==> src/swng_pkg.sv <==
// ----------------------------------------------------------------------------
// swng_pkg: shared definitions for the seeded weight noise generator
// Operation and format codes, generator constants and float packing.
// ----------------------------------------------------------------------------
package swng_pkg;

  localparam int unsigned OpW    = 2;
  localparam int unsigned FmtW   = 2;
  localparam int unsigned SeedW  = 64;
  localparam int unsigned IdW    = 32;
  localparam int unsigned WordW  = 32;
  localparam int unsigned BytesW = 3;
  localparam int unsigned PaddrW = 4;

  localparam logic [OpW-1:0] OP_RESEED  = 2'd0;
  localparam logic [OpW-1:0] OP_PAYLOAD = 2'd1;
  localparam logic [OpW-1:0] OP_SCALE   = 2'd2;

  localparam logic [FmtW-1:0] FMT_RAW  = 2'd0;
  localparam logic [FmtW-1:0] FMT_FP32 = 2'd1;

  localparam logic [63:0] NOISE_MULT     = 64'h2545f4914f6cdd1d;
  localparam logic [63:0] KIND_MULT      = 64'h9e3779b97f4a7c15;
  localparam logic [63:0] LAYER_MULT     = 64'hbf58476d1ce4e5b9;
  localparam logic [63:0] FALLBACK_STATE = 64'h2545f4914f6cdd1d;
  localparam logic [63:0] SEED_RESET     = 64'd1;

  localparam logic [7:0]  SCALE_BASE  = 8'd120;
  localparam logic [4:0]  SHIFT_FP32  = 5'd18;
  localparam logic [4:0]  SHIFT_BF16  = 5'd20;
  localparam logic [15:0] K_OFFSET    = 16'h8000;

  localparam logic [BytesW-1:0] BYTES_ONE  = 3'd1;
  localparam logic [BytesW-1:0] BYTES_TWO  = 3'd2;
  localparam logic [BytesW-1:0] BYTES_FOUR = 3'd4;

  // Low 64 bits of a 64-bit constant times a 32-bit value, in 32-bit halves.
  function automatic logic [63:0] mul_c64(logic [63:0] c, logic [31:0] v);
    logic [63:0] lo_prod;
    logic [31:0] hi_prod;
    begin
      lo_prod = {32'd0, c[31:0]} * {32'd0, v};
      hi_prod = c[63:32] * v;
      mul_c64 = lo_prod + {hi_prod, 32'd0};
    end
  endfunction

  // Binary32 bits of (low - 32768) * 2^-shift, exact.
  function automatic logic [31:0] scaled_bits(logic [15:0] low, logic [4:0] shift);
    logic        sign;
    logic [15:0] mag;
    logic [4:0]  msb;
    logic [7:0]  expo;
    logic [23:0] sh;
    begin
      sign = (low < K_OFFSET);
      mag  = sign ? (K_OFFSET - low) : (low - K_OFFSET);
      msb  = 5'd0;
      for (int i = 0; i < 16; i++) begin
        if (mag[i]) msb = 5'(i);
      end
      expo = 8'(msb) + 8'd127 - 8'(shift);
      sh   = {8'd0, mag} << (5'd23 - msb);
      if (low == K_OFFSET) scaled_bits = 32'd0;
      else scaled_bits = {sign, expo, sh[22:0]};
    end
  endfunction

endpackage

==> src/seeded_weight_noise_generator.sv <==
// ----------------------------------------------------------------------------
// seeded_weight_noise_generator
// Reproducible xorshift64* pattern source for weight tensor elements.
// ----------------------------------------------------------------------------
// Usage: items enter on in_valid_i / in_stall_o, elements leave on
// out_valid_o / out_stall_i. A reseed item loads the generator from
// base_seed, tensor kind and layer index and gives no element; payload and
// scale items each step the generator and give one element.
// After an item is accepted it passes one input register, then the generator
// step and element packing into the output register raise out_valid_o.
// Throughput is one item per cycle while the receiver does not stall, bounded
// by the single generator state register that every item updates.
// The output only needs the low 16 bits of the 64-bit product, so a
// 16x16 multiply serves; reseed uses split 32-bit constant multiplies.
// When the receiver stalls, the output register holds and the input stage
// fills; in_stall_o rises only once an element-producing item is waiting.
// Reset sets base_seed to 1 and the state to 0x2545f4914f6cdd1d.
// base_seed is written through the APB port at addresses 0 to 7 (paddr[3] clear, 64-bit data).
module seeded_weight_noise_generator (
  input  logic                         clk_i,
  input  logic                         rst_ni,
  input  logic                         psel,
  input  logic                         penable,
  input  logic                         pwrite,
  input  logic [swng_pkg::PaddrW-1:0]  paddr,
  input  logic [swng_pkg::SeedW-1:0]   pwdata,
  output logic [swng_pkg::SeedW-1:0]   prdata,
  output logic                         pready,
  input  logic                         in_valid_i,
  output logic                         in_stall_o,
  input  logic [swng_pkg::OpW-1:0]     operation_i,
  input  logic [swng_pkg::IdW-1:0]     tensor_kind_i,
  input  logic [swng_pkg::IdW-1:0]     layer_index_i,
  input  logic [swng_pkg::FmtW-1:0]    element_format_i,
  input  logic                         final_element_i,
  output logic                         out_valid_o,
  input  logic                         out_stall_i,
  output logic [swng_pkg::WordW-1:0]   data_word_o,
  output logic [swng_pkg::BytesW-1:0]  data_bytes_o,
  output logic                         last_o
);
  import swng_pkg::*;

  logic [SeedW-1:0]  seed_q, state_q, state_d;
  logic              s1_valid_q;
  logic [OpW-1:0]    s1_op_q;
  logic [IdW-1:0]    s1_kind_q, s1_layer_q;
  logic [FmtW-1:0]   s1_fmt_q;
  logic              s1_last_q;
  logic              out_valid_q, out_last_q;
  logic [WordW-1:0]  out_word_q, word_d, bf_bits;
  logic [BytesW-1:0] out_bytes_q, bytes_d;

  logic out_free, s1_emits, s1_move, in_take;
  logic [SeedW-1:0] x1, x2, x3, mixed;
  logic [15:0] noise_lo;

  assign pready = 1'b1;
  assign prdata = (paddr[PaddrW-1] == 1'b0) ? seed_q : '0;

  always_ff @(posedge clk_i or negedge rst_ni) begin
    if (!rst_ni) begin
      seed_q <= SEED_RESET;
    end else if (psel && penable && pwrite && paddr[PaddrW-1] == 1'b0) begin
      seed_q <= pwdata;
    end
  end

  assign out_free = !out_valid_q || !out_stall_i;
  assign s1_emits = (s1_op_q == OP_PAYLOAD) || (s1_op_q == OP_SCALE);
  assign s1_move  = s1_valid_q && (!s1_emits || out_free);
  assign in_stall_o = s1_valid_q && !s1_move;
  assign in_take  = in_valid_i && !in_stall_o;

  // Generator step and reseed mix
  always_comb begin
    x1 = state_q ^ (state_q >> 12);
    x2 = x1 ^ (x1 << 25);
    x3 = x2 ^ (x2 >> 27);
    noise_lo = x3[15:0] * NOISE_MULT[15:0];
    mixed = seed_q ^ mul_c64(KIND_MULT, s1_kind_q) ^ mul_c64(LAYER_MULT, s1_layer_q);
    state_d = state_q;
    if (s1_move) begin
      if (s1_op_q == OP_RESEED) state_d = (mixed == '0) ? FALLBACK_STATE : mixed;
      else if (s1_emits) state_d = x3;
    end
  end

  always_comb begin
    word_d  = '0;
    bytes_d = BYTES_ONE;
    bf_bits = scaled_bits(noise_lo, SHIFT_BF16);
    if (s1_op_q == OP_SCALE) begin
      word_d = {24'd0, SCALE_BASE + {5'd0, noise_lo[2:0]}};
    end else if (s1_fmt_q == FMT_RAW) begin
      word_d = {24'd0, noise_lo[7:0]};
    end else if (s1_fmt_q == FMT_FP32) begin
      word_d  = scaled_bits(noise_lo, SHIFT_FP32);
      bytes_d = BYTES_FOUR;
    end else begin
      word_d  = {16'd0, bf_bits[31:16]};
      bytes_d = BYTES_TWO;
    end
  end

  always_ff @(posedge clk_i or negedge rst_ni) begin
    if (!rst_ni) begin
      state_q     <= FALLBACK_STATE;
      s1_valid_q  <= 1'b0;
      out_valid_q <= 1'b0;
    end else begin
      state_q <= state_d;
      if (in_take) s1_valid_q <= 1'b1;
      else if (s1_move) s1_valid_q <= 1'b0;
      if (s1_move && s1_emits) out_valid_q <= 1'b1;
      else if (!out_stall_i) out_valid_q <= 1'b0;
    end
  end

  always_ff @(posedge clk_i) begin
    if (in_take) begin
      s1_op_q    <= operation_i;
      s1_kind_q  <= tensor_kind_i + 32'd1;
      s1_layer_q <= layer_index_i + 32'd1;
      s1_fmt_q   <= element_format_i;
      s1_last_q  <= final_element_i;
    end
    if (s1_move && s1_emits) begin
      out_word_q  <= word_d;
      out_bytes_q <= bytes_d;
      out_last_q  <= s1_last_q;
    end
  end

  assign out_valid_o  = out_valid_q;
  assign data_word_o  = out_word_q;
  assign data_bytes_o = out_bytes_q;
  assign last_o       = out_last_q;

endmodule
==> config.mk <==
export PLATFORM = sky130hd
export DESIGN_NAME = seeded_weight_noise_generator
export DESIGN_NICKNAME = d
export VERILOG_FILES = /design/src/swng_pkg.sv /design/src/seeded_weight_noise_generator.sv
export SDC_FILE = /design/constraint.sdc
export NUM_CORES = 2
export LEC_CHECK = 0
export ABC_CLOCK_PERIOD_IN_PS = 23700
export BUFFER_PORTS_ARGS = -buffer_cell sky130_fd_sc_hd__buf_2
export CORE_MARGIN = 2
export CORE_UTILIZATION = 60
export CTS_BUF_LIST = sky130_fd_sc_hd__clkbuf_4 sky130_fd_sc_hd__clkbuf_8
export DETAILED_ROUTE_END_ITERATION = 10
export GPL_TIMING_DRIVEN = 0
export HOLD_SLACK_MARGIN = 0.02
export PLACE_DENSITY = 0.76
export SLEW_MARGIN = 5
export SYNTH_ARGS = -nofsm -noshare
export SYNTH_HDL_FRONTEND = slang
export SYNTH_SLANG_ARGS = --single-unit
==> constraint.sdc <==
create_clock -name clk_i -period 23.7 [get_ports clk_i]
set_clock_uncertainty 0.1 [all_clocks]
set_input_delay 4.74 -clock clk_i [delete_from_list [all_inputs] [get_ports clk_i]]
set_output_delay 4.74 -clock clk_i [all_outputs]
set_load 0.01 [all_outputs]
==> impl_metrics.csv <==
group,metric,value,unit
timing,max_freq,66.51,MHz
synthesis,post_synth.cell_area_avg,10.08,um^2
timing,fin_crit_sh,63.44,%
grt,grt-ovfl-total,0,
worst_setup_path,critical-path-max-stage-delay,1150,ps
placed_design,portBuffers,241,
timing,hold_viol_final,0,
cts,clock_path_buffers,3,
grt,grt_max_degree,72,
synthesis,ys_ff_latch,233,
layout,layout_commonest_cell,"inv_1",
outcome,status,"completed",
worst_setup_path,cp_top_family,"adder cells",
layout,syn2layout_area_growth,6.158,%
cts,htree_num_levels,2,
timing,finalMaxSlewViolations,0,
synthesis,synth_area,0.06829,mm^2
cts,clk_pin_slew_worst_paths,60,ps
worst_setup_path,r2r-start,"s1_layer_q[3]",
synthesis,synth-async-reset-ratio,55.79,%
floorplanning,start_util,60.62,%
placed_design,place_congestion,1.057,
layout,drive_above_1_share,6.646,%
layout,final_cell_mix,"inv_1, fa_1, ha_1, xnor2_1, buf_2",
worst_setup_path,critPathLaunchType,"register",
drt,drc,0,
grt,grt_pass1_vias,51940,
job,maxCapViolations,0,
layout,fin_util,64.36,%
worst_setup_path,critPathBufInv,8,
floorplanning,fp.coreArea,0.1127,mm^2
hold_path,min-delay-start,"s1_last_q",
hold_path,min_path_type,"register to register",
layout,fin_nets,9631,
cts,tritoncts,"done",
drt,wl,212400,um
timing,worst_slew_pin_slew,1474,ps
worst_setup_path,cpMostUsedCell,"ha_1",
timing,rsz0062_at_grt,"false",
worst_setup_path,worstPathMaxFanout,14,
worst_setup_path,worst-setup-path-type,"register to register",
timing,relSlewSlack,1.731,%
drt,viasPerCell,5.768,
synthesis,synth_sequential_area_ratio,9.355,%
floorplanning,io_pins,247,
grt,antenna_found_initial,7,
drt,firstDrtPassIters,5,
worst_setup_path,end_kind,"register",
floorplanning,die_w,341.4,um
cts,cts_resized,0,
cts,postCtsSetupRepairBufs,0,
worst_setup_path,timing.critical_path.from,"s1_layer_q[3]",
grt,grt_usage,37.54,%
worst_setup_path,arrival,15500,ps
drt,wl_per_cell,24.69,um
drt,drt_iter0_markers,3971,
synthesis,yosysWarnings,0,
worst_setup_path,cp.required,24160,ps
cts,root_buffer,"clkbuf_8",
synthesis,synthCells,6772,
cts,cts_buffers,44,
cts,clkLatencyLatePin,720,ps
timing,period_needed,15040,ps
placed_design,dp_hpwl,186600,um
cts,numClockSinks,233,
floorplanning,die_area,0.1165,mm^2
floorplanning,fp-row-count,123,
synthesis,ys_types,85,
drt,vias,49620,
drt,detail-route-antenna-nets,0,
timing,timing.setup.tns,0,ps
timing,finalSetupViolations,0,
synthesis,synth_ff_type,"edfxtp_1",
cts,ctsHoldBuffers,0,
floorplanning,fp.dieH,341.4,um
synthesis,synth_nets,9337,
worst_setup_path,cp_slowest_cell,"edfxtp_1",
grt,grt_pass1_wl,320400,um
synthesis,synth-edff-count,103,
flip-flops by register name (all words and copies together), names as in the netlist:
name          count
data_bytes_o      3
seed_q           64
s1_kind_q        32
last_o            1
out_valid_o       1
data_word_o      30
s1_fmt_q          2
s1_valid_q        1
s1_layer_q       32
s1_op_q           2
s1_last_q         1
state_q          64
cell usage after synthesis, drive strengths merged (11+ instances only):
library cell	instances	share of area (%)
or3	11	0.10
inv	1907	10
mux2	69	1.1
nand2b	30	0.27
xor2	127	1.6
mux2i	14	0.21
a21oi	205	1.5
a211oi	18	0.20
o21ai	183	1.4
nand4	36	0.33
nor2	200	1.1
o22ai	19	0.17
and2	15	0.14
nor3	45	0.33
nor2b	92	0.84
nand2	147	0.81
or2	11	0.10
nand3	74	0.54
and3	31	0.28
fa	1290	38
a21o	102	1.1
o21bai	23	0.27
o211ai	11	0.12
o21a	16	0.18
nor4	13	0.13
edfxtp	103	4.5
ha	1131	21
dfrtp	96	3.5
a31oi	26	0.24
xnor2	445	5.8
dfstp	34	1.3
clkbuf	82	0.45
a22oi	12	0.13
stage by stage:
| step | setup slack, ps | instance area (um^2) | hold WS, ps | cells |
|---|---|---|---|---|
| global placement | 9412 | 71380 | 302.9 | 8513 |
| CTS | 9314 | 72470 | 318.5 | 8601 |
| finish | 8664 | 72500 | 318.5 | 8603 |
| global route | 8495 | 72500 | 341.1 | 8603 |
| floorplan | 12760 | 68290 | 300.3 | 6772 |
| detailed placement | 9389 | 71550 | 304.5 | 8519 |
cell type report:
| cell class | count | area (um^2) |
|---|---|---|
| multi-input combinational | 4543 | 54410 |
| fill | 9261 | 40150 |
| inverter | 1907 | 7158 |
| sequential | 233 | 6389 |
| tap | 1500 | 1877 |
| timing repair buffer | 248 | 1398 |
| clock buffer | 63 | 792.0 |
| buffer | 89 | 351.6 |
| clock inverter | 19 | 120.1 |
| antenna | 1 | 2.502 |
per-layer routing:
| metal | share of wire, % | up-vias | GRT usage [%] |
|---|---|---|---|
| met5 | 0.086 | - | 0.6536 |
| met3 | 13 | 436 | 13.41 |
| met2 | 43 | 2530 | 55.10 |
| met1 | 39 | 24980 | 50.44 |
| met4 | 5.1 | 12 | 15.81 |
| li1 | - | 21660 | - |
worst register-to-register path, delay by kind of cell, from the launching register on:
kind,cells,cell delay (ps)
flops,1,1150
compound gates,8,2920
buf+inv,8,1420
xor+xnor,3,1690
simple gates,7,2380
fa+ha+maj,13,5310
final timing paths:
check	end	slack, ps	cells after the start
worst min-delay path	last_o	320	0
worst min register to register	last_o	320	0
worst max register to register	state_q[58]	8660	39
max in group asynchronous	seed_q[39]	18680	2
min in group asynchronous	state_q[40]	3950	1
worst max-delay path	state_q[58]	8660	39
cells by family (layout without fill, tap and decap cells):
group                      after synthesis  count (layout)  share of synthesized area [%]
AOI/OAI and AO/OA                      719             719                          6.695
xor gates and xnor gates               582             582                          7.719
adders and majority gates             2421            2421                          58.54
buffers and inverters                 1996            2326                          11.00
DFF                                    233             233                          9.355
muxes                                   83              83                          1.343
other                                    2               3                        0.01100
and+or+nand+nor                        736             736                          5.346
Power is not shown: default switching activity piles up to over one toggle a cycle in this logic, so the estimate is an artifact.
